$ cat src/sv/sha384_pkg.sv
// sha384_pkg: payload types, round constants and a sha-512 rotate helper function
// shared by the controller, datapath and top level of the sha-384 engine
package sha384_pkg;

	typedef struct packed {
		logic [63:0] data_word;
		logic [3:0]  byte_count;
		logic        last_word;
	} in_word_t;

	typedef struct packed {
		logic [63:0] digest_word;
		logic [2:0]  digest_index;
		logic        last_of_run;
	} out_word_t;

	localparam int NumRounds = 80;
	localparam int NumDigest = 6;

	// datapath commands issued by the controller
	typedef struct packed {
		logic load_word;   // absorb bytes of the input word
		logic pad_byte;    // append one pad byte (0x80 first, then zeros)
		logic pad_first;   // pad byte is 0x80
		logic push_zero;   // push a zero schedule word
		logic push_len;    // push the bit length
		logic comp_start;  // copy hash into working vars
		logic comp_round;  // run one round
		logic comp_end;    // fold working vars into hash
		logic msg_done;    // reload initial values and clear counters
	} dp_cmd_t;

	typedef struct packed {
		logic       block_full;   // sixteen schedule words are in
		logic       byte_aligned; // partial word empty
		logic [3:0] word_pos;
	} dp_stat_t;

	localparam logic [63:0] InitHash [8] = '{
		64'hcbbb9d5dc1059ed8, 64'h629a292a367cd507, 64'h9159015a3070dd17,
		64'h152fecd8f70e5939, 64'h67332667ffc00b31, 64'h8eb44a8768581511,
		64'hdb0c2e0d64f98fa7, 64'h47b5481dbefa4fa4
	};

	localparam logic [63:0] RoundK [80] = '{
		64'h428a2f98d728ae22, 64'h7137449123ef65cd, 64'hb5c0fbcfec4d3b2f, 64'he9b5dba58189dbbc,
		64'h3956c25bf348b538, 64'h59f111f1b605d019, 64'h923f82a4af194f9b, 64'hab1c5ed5da6d8118,
		64'hd807aa98a3030242, 64'h12835b0145706fbe, 64'h243185be4ee4b28c, 64'h550c7dc3d5ffb4e2,
		64'h72be5d74f27b896f, 64'h80deb1fe3b1696b1, 64'h9bdc06a725c71235, 64'hc19bf174cf692694,
		64'he49b69c19ef14ad2, 64'hefbe4786384f25e3, 64'h0fc19dc68b8cd5b5, 64'h240ca1cc77ac9c65,
		64'h2de92c6f592b0275, 64'h4a7484aa6ea6e483, 64'h5cb0a9dcbd41fbd4, 64'h76f988da831153b5,
		64'h983e5152ee66dfab, 64'ha831c66d2db43210, 64'hb00327c898fb213f, 64'hbf597fc7beef0ee4,
		64'hc6e00bf33da88fc2, 64'hd5a79147930aa725, 64'h06ca6351e003826f, 64'h142929670a0e6e70,
		64'h27b70a8546d22ffc, 64'h2e1b21385c26c926, 64'h4d2c6dfc5ac42aed, 64'h53380d139d95b3df,
		64'h650a73548baf63de, 64'h766a0abb3c77b2a8, 64'h81c2c92e47edaee6, 64'h92722c851482353b,
		64'ha2bfe8a14cf10364, 64'ha81a664bbc423001, 64'hc24b8b70d0f89791, 64'hc76c51a30654be30,
		64'hd192e819d6ef5218, 64'hd69906245565a910, 64'hf40e35855771202a, 64'h106aa07032bbd1b8,
		64'h19a4c116b8d2d0c8, 64'h1e376c085141ab53, 64'h2748774cdf8eeb99, 64'h34b0bcb5e19b48a8,
		64'h391c0cb3c5c95a63, 64'h4ed8aa4ae3418acb, 64'h5b9cca4f7763e373, 64'h682e6ff3d6b2b8a3,
		64'h748f82ee5defb2fc, 64'h78a5636f43172f60, 64'h84c87814a1f0ab72, 64'h8cc702081a6439ec,
		64'h90befffa23631e28, 64'ha4506cebde82bde9, 64'hbef9a3f7b2c67915, 64'hc67178f2e372532b,
		64'hca273eceea26619c, 64'hd186b8c721c0c207, 64'heada7dd6cde0eb1e, 64'hf57d4f7fee6ed178,
		64'h06f067aa72176fba, 64'h0a637dc5a2c898a6, 64'h113f9804bef90dae, 64'h1b710b35131c471b,
		64'h28db77f523047d84, 64'h32caab7b40c72493, 64'h3c9ebe0a15c9bebc, 64'h431d67c49c100d4c,
		64'h4cc5d4becb3e42b6, 64'h597f299cfc657e2a, 64'h5fcb6fab3ad6faec, 64'h6c44198c4a475817
	};

	function automatic logic [63:0] rotr(input logic [63:0] x, input int n);
		return (x >> n) | (x << (64 - n));
	endfunction

endpackage

$ cat src/sv/sha384_ctrl.sv
// sha384_ctrl: sequencer for absorb, padding, compression and digest output
// depends on sha384_pkg; commands sha384_dp
module sha384_ctrl (
	input  logic                 clk,
	input  logic                 arst_n,
	input  logic                 in_valid,
	input  logic                 in_last,
	input  logic                 out_stall,
	input  sha384_pkg::dp_stat_t stat,
	output sha384_pkg::dp_cmd_t  cmd,
	output logic                 in_stall,
	output logic                 out_valid,
	output logic [6:0]           round_idx,
	output logic [2:0]           out_idx
);
	import sha384_pkg::*;

	typedef enum logic [2:0] {
		IDLE, PAD_FIRST, PAD_ZERO, PAD_LEN, START, ROUND, FINISH, EMIT
	} state_t;

	state_t     state_q;
	state_t     ret_q;   // where to go once the compression is done
	logic [6:0] round_q;
	logic [2:0] oidx_q;
	logic       accept;

	assign accept = in_valid && !in_stall;
	assign in_stall = (state_q != IDLE) || stat.block_full;
	assign out_valid = (state_q == EMIT);
	assign round_idx = round_q;
	assign out_idx = oidx_q;

	always_comb begin
		cmd = '0;
		cmd.load_word = accept;
		case (state_q)
			PAD_FIRST: begin
				// a full block is compressed before the 0x80 byte goes in
				if (!stat.block_full) begin
					cmd.pad_byte = 1'b1;
					cmd.pad_first = 1'b1;
				end
			end
			PAD_ZERO: begin
				if (!stat.block_full && !(stat.byte_aligned && stat.word_pos == 4'd14))
					cmd.pad_byte = 1'b1;
			end
			PAD_LEN: begin
				if (stat.word_pos == 4'd14) cmd.push_zero = 1'b1;
				else cmd.push_len = 1'b1;
			end
			START: cmd.comp_start = 1'b1;
			ROUND: cmd.comp_round = 1'b1;
			FINISH: cmd.comp_end = 1'b1;
			EMIT: cmd.msg_done = !out_stall && (oidx_q == 3'(NumDigest - 1));
			default: ;
		endcase
	end

	always_ff @(posedge clk or negedge arst_n) begin
		if (!arst_n) begin
			state_q <= IDLE;
			ret_q <= IDLE;
			round_q <= '0;
			oidx_q <= '0;
		end else begin
			case (state_q)
				IDLE: begin
					if (stat.block_full) begin
						state_q <= START;
						ret_q <= IDLE;
					end else if (accept && in_last) begin
						state_q <= PAD_FIRST;
					end
				end
				PAD_FIRST: begin
					if (stat.block_full) begin
						state_q <= START;
						ret_q <= PAD_FIRST;
					end else begin
						// a block may fill on the 0x80 byte
						state_q <= PAD_ZERO;
					end
				end
				PAD_ZERO: begin
					if (stat.block_full) begin
						state_q <= START;
						ret_q <= PAD_ZERO;
					end else if (stat.byte_aligned && stat.word_pos == 4'd14) begin
						state_q <= PAD_LEN;
					end
				end
				PAD_LEN: begin
					if (stat.word_pos == 4'd15) state_q <= START;
					ret_q <= EMIT;
				end
				START: begin
					round_q <= '0;
					state_q <= ROUND;
				end
				ROUND: begin
					if (round_q == 7'(NumRounds - 1)) state_q <= FINISH;
					else round_q <= round_q + 7'd1;
				end
				FINISH: begin
					round_q <= '0;
					oidx_q <= '0;
					state_q <= ret_q;
				end
				EMIT: begin
					if (!out_stall) begin
						if (oidx_q == 3'(NumDigest - 1)) begin
							state_q <= IDLE;
							ret_q <= IDLE;
							oidx_q <= '0;
						end else begin
							oidx_q <= oidx_q + 3'd1;
						end
					end
				end
				default: state_q <= IDLE;
			endcase
		end
	end

endmodule

$ cat config.mk
export PLATFORM = sky130hd
export DESIGN_NAME = sha384_ctrl
export DESIGN_NICKNAME = d
export VERILOG_FILES = /design/src/sv/sha384_pkg.sv /design/src/sv/sha384_ctrl.sv
export SDC_FILE = /design/constraint.sdc
export NUM_CORES = 1
export LEC_CHECK = 0
export ABC_AREA = 1
export BUFFER_PORTS_ARGS = -buffer_cell sky130_fd_sc_hd__buf_2
export CAP_MARGIN = 40
export CORE_ASPECT_RATIO = 0.8
export CORE_UTILIZATION = 40
export CTS_CLUSTER_DIAMETER = 150
export DETAILED_ROUTE_END_ITERATION = 16
export HOLD_SLACK_MARGIN = 0.05
export PLACE_DENSITY = 0.67
export SYNTH_ARGS = -nofsm -noshare
export SYNTH_HDL_FRONTEND = slang
export SYNTH_SLANG_ARGS = --single-unit
$ cat constraint.sdc
create_clock -name clk -period 1.37 [get_ports clk]
set_input_delay 0.0685 -clock clk [delete_from_list [all_inputs] [get_ports clk]]
set_output_delay 0.0685 -clock clk [all_outputs]
set_load 0.01 [all_outputs]
# Yosys cells after proc, flatten, opt, wreduce, memory -nomap -nowiden
# Cells that the tools add are included.
totals:
  register_bits: 16
  in_bits: 11
  output_inout_bits: 21
  wordCells: 77
op_classes:
  n_addsub: 2
  eq_ne: 21
  muxes: 30
  n_reduce_logical: 20
ops:
  columns: ["cell", "n"]
  rows:
  - ["$mux 3", 14]
  - ["$pmux 3 s8", 1]
  - ["$eq 3x3->1 const B", 5]
  - ["$pmux 3 s5", 1]
  - ["$ne 2x2->1 const B", 7]
  - ["$pmux 7 s2", 1]
  - ["$reduce_and 6->1", 2]
  - ["$eq 4x4->1 const B", 2]
  - ["$mux 1", 8]
  - ["$add 7x1->7 const B", 1]
  - ["$eq 7x7->1 const B", 1]
  - ["$mux 7", 1]
  - ["$eq 3x2->1 const B", 2]
  - ["$ne 3x3->1 const B", 2]
  - ["$pmux 3 s2", 1]
  - ["$logic_and 1x1->1", 5]
  - ["$reduce_bool 5->1", 1]
  - ["$logic_not 1->1", 4]
  - ["$mux 2", 2]
  - ["$reduce_and 2->1", 2]
  - ["$reduce_bool 2->1", 2]
  - ["$add 3x1->3 const B", 1]
  - ["$eq 3x1->1 const B", 1]
  - ["$logic_not 3->1", 1]
  - ["other kinds (5)", 5]

# Longest topological paths before layout
depth:
  ltp_word: 8
  depth_mapped: 9
  ltp_nobuf: 9

# Worst setup path after synthesis
# No wires, ideal clock.
synth_timing:
  path_type: "register to register"
  startpoint: "reg round_q[0] (netlist: round_idx[0])"
  endpoint: "reg state_q[2]"
  setup_ns: 0.118
  arrival_ns: 1.302
  required_ns: 1.252
  setup_slack_ns: -0.049
  path_stages_with_launch: 7
  n_path_buf: 0
  synth_period_minus_slack_ns: 1.419
  path_cell_list: "dfrtp_1 -> ha_1 -> nand3_2 -> o21ai_4 -> nand4_2 -> nand2_1 -> nand2_1"
synth_between:
  elab_chain_cells: 3
synth_rtl:
  columns: ["element", "line_no", "source"]
  rows:
  - ["start, declared", "sha384_ctrl.sv:24", "logic [6:0] round_q;"]
  - ["start signal, assigned", "sha384_ctrl.sv:104", "else round_q <= round_q + 7'd1;"]
  - ["$eq 7x7->1", "sha384_ctrl.sv:103", "if (round_q == 7'(NumRounds - 1)) state_q <= FINISH;"]
  - ["$ne 2x2->1 (no line)", null, null]
  - ["$reduce_and 6->1 (no line)", null, null]
  - ["end signal, assigned", "sha384_ctrl.sv:109", "state_q <= ret_q;"]
  - ["end, declared", "sha384_ctrl.sv:22", "state_t state_q;"]
# Every way passes these cells.
# A chain may end at the register's enable or synchronous reset.

==> flow_summary.ini <==
[setup_path]
critical_path.cell_chain = inv_2 -> nand2_1 -> nor2_2 -> inv_1 -> nor2_1 -> buf_2
reg2reg_depth = 9
critPathSlowestCell = dfrtp_1
worst_r2r_startpoint = state_q[2]$_DFFE_PN0P_
critPathMaxStageDelay_ns = 0.40
cp_data_required_time_ns = 1.30
start_kind = flop
ff2ff_setup_slack_ns = -0.11
rr_endpoint = round_idx[5]$_DFFE_PN0P_
critPathMaxFanout = 6
crit_path_end_kind = output pin
path_class = reg -> out
critPathArrivalTime_ns = 1.43

[power]
p_total_mw = 3.199
ir_worst_vdd_mv = 1.005
power.density_nw_per_um2 = 1942
p_switching_mw = 1.476
p_clk_share_pct = 7.8
sequentialPowerShare_pct = 25.9
p_int_mw = 1.724
combPwrFrac_pct = 66.4
sw_frac_of_total_pct = 46.12
leakage_nw = 0.8347

[clock_tree]
clock_sinks = 16
clockBufferDepth = 2
clkTransAtPathRegs_ns = 0.09
root_buffer = clkbuf_4
cts_htree_levels = 1
numCtsBuffers = 3
insertion_delay_ns = 0.29
cts_tree = yes

[global_routing]
antenna_found_initial = 0
grt_pass1_vias = 1061
track_usage_pct = 22.05
grt_overflow = 0
grt_pass1_wl_mm = 4.560
grt_max_degree = 17

[sta]
fin_crit_sh_pct = 109.4
slew_headroom_pct = 75.31
drv_slew = 0
rsz0062_at_grt = yes
holdWs_ns = 0.1542
finalHoldViolations = 0
finalSetupViolCount = 16
fin_skew_ns = 0.003035
post-route-min-period_ns = 1.499
timing.final.ws_setup_ns = -0.1292
fmax_mhz = 667.0
worst_pin_slew_ns = 0.3703

[yosys]
synth-edff-count = 0
synthesis.nets = 168
yosys_warnings = 0
async_flop_share_pct = 100.0
synth-seq-cells = 16
ys.flop_type = dfrtp_1
yosysUniqueCellTypes = 23
postSynthCellCount = 156
syn_area_sq_um = 1067
syn_area_per_cell_sq_um = 6.841
ys_seq_area_share_pct = 37.51

[placed_design]
port_buffers = 31
hpwlAfterDp_mm = 2.104
gp_congestion = 0.8042

[floorplan]
dieArea_sq_um = 2880
fp.dieH_um = 48.20
coreArea_sq_um = 2482
die_width_um = 59.75
row_count = 16
start_util_pct = 42.99
io_pins = 32

[status]
status = complete, but fails checks
violations = setup timing

[hold_path]
hold_start = out_stall
min_to = out_idx[0]$_DFFE_PN0P_
min_path_type = in -> reg
whs_path_depth = 3

[layout]
drive_above_1_share_pct = 46.79
diodes = 0
nNetsFinal = 232
area_growth_pct = 54.40

[route]
wl_per_cell_um = 12.05
drtAntennaViolNets = 0
vias = 1247
dr.pass1.iters = 4
drc = 0
drt_iter0_drc = 34
drt-total-wl_mm = 3.060
viasPerCell = 4.909

[job]
max_cap_violations = 0
[state kept, by name (all words and copies together), names as in the netlist]
signal and count:
round_idx 7, out_idx 3, state_q 3, ret_q 3
[cell usage after synthesis (2+ instances only)]
master / number / area, sq um
nand2_1: 39 / 146.4
nor2_1: 31 / 116.4
inv_1: 21 / 78.83
dfrtp_1: 16 / 400.4
nand3_1: 9 / 45.04
a21oi_1: 6 / 30.03
nor3_1: 6 / 30.03
o21ai_0: 5 / 25.02
nor2_4: 3 / 33.78
o21a_1: 3 / 22.52
buf_4: 2 / 15.01
inv_2: 2 / 7.510
nand4_1: 2 / 12.51
o21ai_1: 2 / 10.01
[power groups by stage]
| stage | sequential, mW | combinational, mW | clock [mW] |
|---|---|---|---|
| global placement | 0.775 | 1.53 | 0 |
| detailed placement | 0.785 | 1.56 | 0 |
| CTS | 0.812 | 1.90 | 0.264 |
| finish | 0.827 | 2.12 | 0.249 |
| global route | 0.844 | 2.34 | 0.279 |
| floorplan | 0.798 | 0.950 | 0 |
[how the worst max path moves through the flow]
stage / end / start / cells after the start / slack (ns)
2_1_floorplan: state_q[2]$_DFFE_PN0P_ / round_idx[0]$_DFFE_PN0P_ / 6 / 0.002
3_3_place_gp: round_idx[5]$_DFFE_PN0P_ / state_q[1]$_DFFE_PN0P_ / 8 / 0.03
3_5_place_dp: round_idx[5]$_DFFE_PN0P_ / state_q[1]$_DFFE_PN0P_ / 8 / -0.002
4_1_cts: cmd[0] / state_q[0]$_DFFE_PN0P_ / 5 / -0.09
5_1_grt: cmd[7] / state_q[2]$_DFFE_PN0P_ / 6 / -0.18
6_report: cmd[8] / state_q[2]$_DFFE_PN0P_ / 6 / -0.13
[logic make-up (layout without fill, tap and decap cells)]
kind of cell | after synthesis | in the layout | share of synthesized area, %
and+or+nand+nor | 95 | 95 | 40.45
buffers and inverters | 25 | 86 | 9.496
AOI/OAI and AO/OA | 18 | 19 | 10.55
DFF | 16 | 16 | 37.51
adders and majority gates | 1 | 1 | 1.172
xor gates and xnor gates | 1 | 1 | 0.8208
[layout make-up]
cell class | count | area, sq um
clock buffer | 3 | 22.52
fill | 228 | 834.6
inverter | 23 | 88.84
multi-input combinational | 116 | 701.9
sequential | 16 | 402.9
tap | 36 | 45.04
timing repair buffer | 60 | 386.6
[critical path: cells and delay by family, from the launching register on]
family,cells,cell delay [ns]
flip-flops,1,0.40
buffers and inverters,3,0.35
AND/OR/NAND/NOR,3,0.39
[per-layer routing]
| layer | up-vias | global-route usage, % | part of all wire [%] |
|---|---|---|---|
| met5 | - | 0 | 0 |
| met4 | 0 | 6.977 | 1.7 |
| met3 | 6 | 5.836 | 5.2 |
| met2 | 40 | 37.78 | 50 |
| met1 | 579 | 27.78 | 43 |
| li1 | 622 | - | - |
[stage by stage]
step	utilization [%]	instance area (sq um)	TNS (ns)	instances	worst slack, ns
2_1_floorplan	-	1077	0	156	0.002422
3_3_place_gp	55.39	1375	0	236	0.02536
3_5_place_dp	55.39	1375	-0.002485	236	-0.002485
4_1_cts	62.75	1558	-0.6319	250	-0.08514
5_1_grt	66.38	1648	-2.582	254	-0.1828
6_report	66.38	1648	-1.249	254	-0.1292
[cell usage in the layout, fill, tap and decap left out, types with 3 or more instances in the layout]
| cell type | instances |
|---|---|
| a21oi_1 | 3 |
| a21oi_2 | 3 |
| buf_2 | 31 |
| buf_4 | 25 |
| buf_6 | 3 |
| clkbuf_4 | 3 |
| dfrtp_1 | 14 |
| inv_1 | 18 |
| inv_2 | 4 |
| nand2_1 | 32 |
| nand2_2 | 6 |
| nand3_1 | 7 |
| nor2_1 | 23 |
| nor2_2 | 7 |
| nor2_4 | 4 |
| nor3_1 | 5 |
| o21a_1 | 3 |
| o21ai_1 | 6 |
[what timing repair did]
action                                 in CTS  in global routing
buffers inserted                           10                  4
cloned                                      1                  0
resized for setup                          26                 16
setup endpoints to repair                  12                 25
endpoints found under the hold margin      16                  0
pin swaps                                   8                  4
hold buffers                                1                  0
No activity file was read; power rests on OpenSTA's default activity.
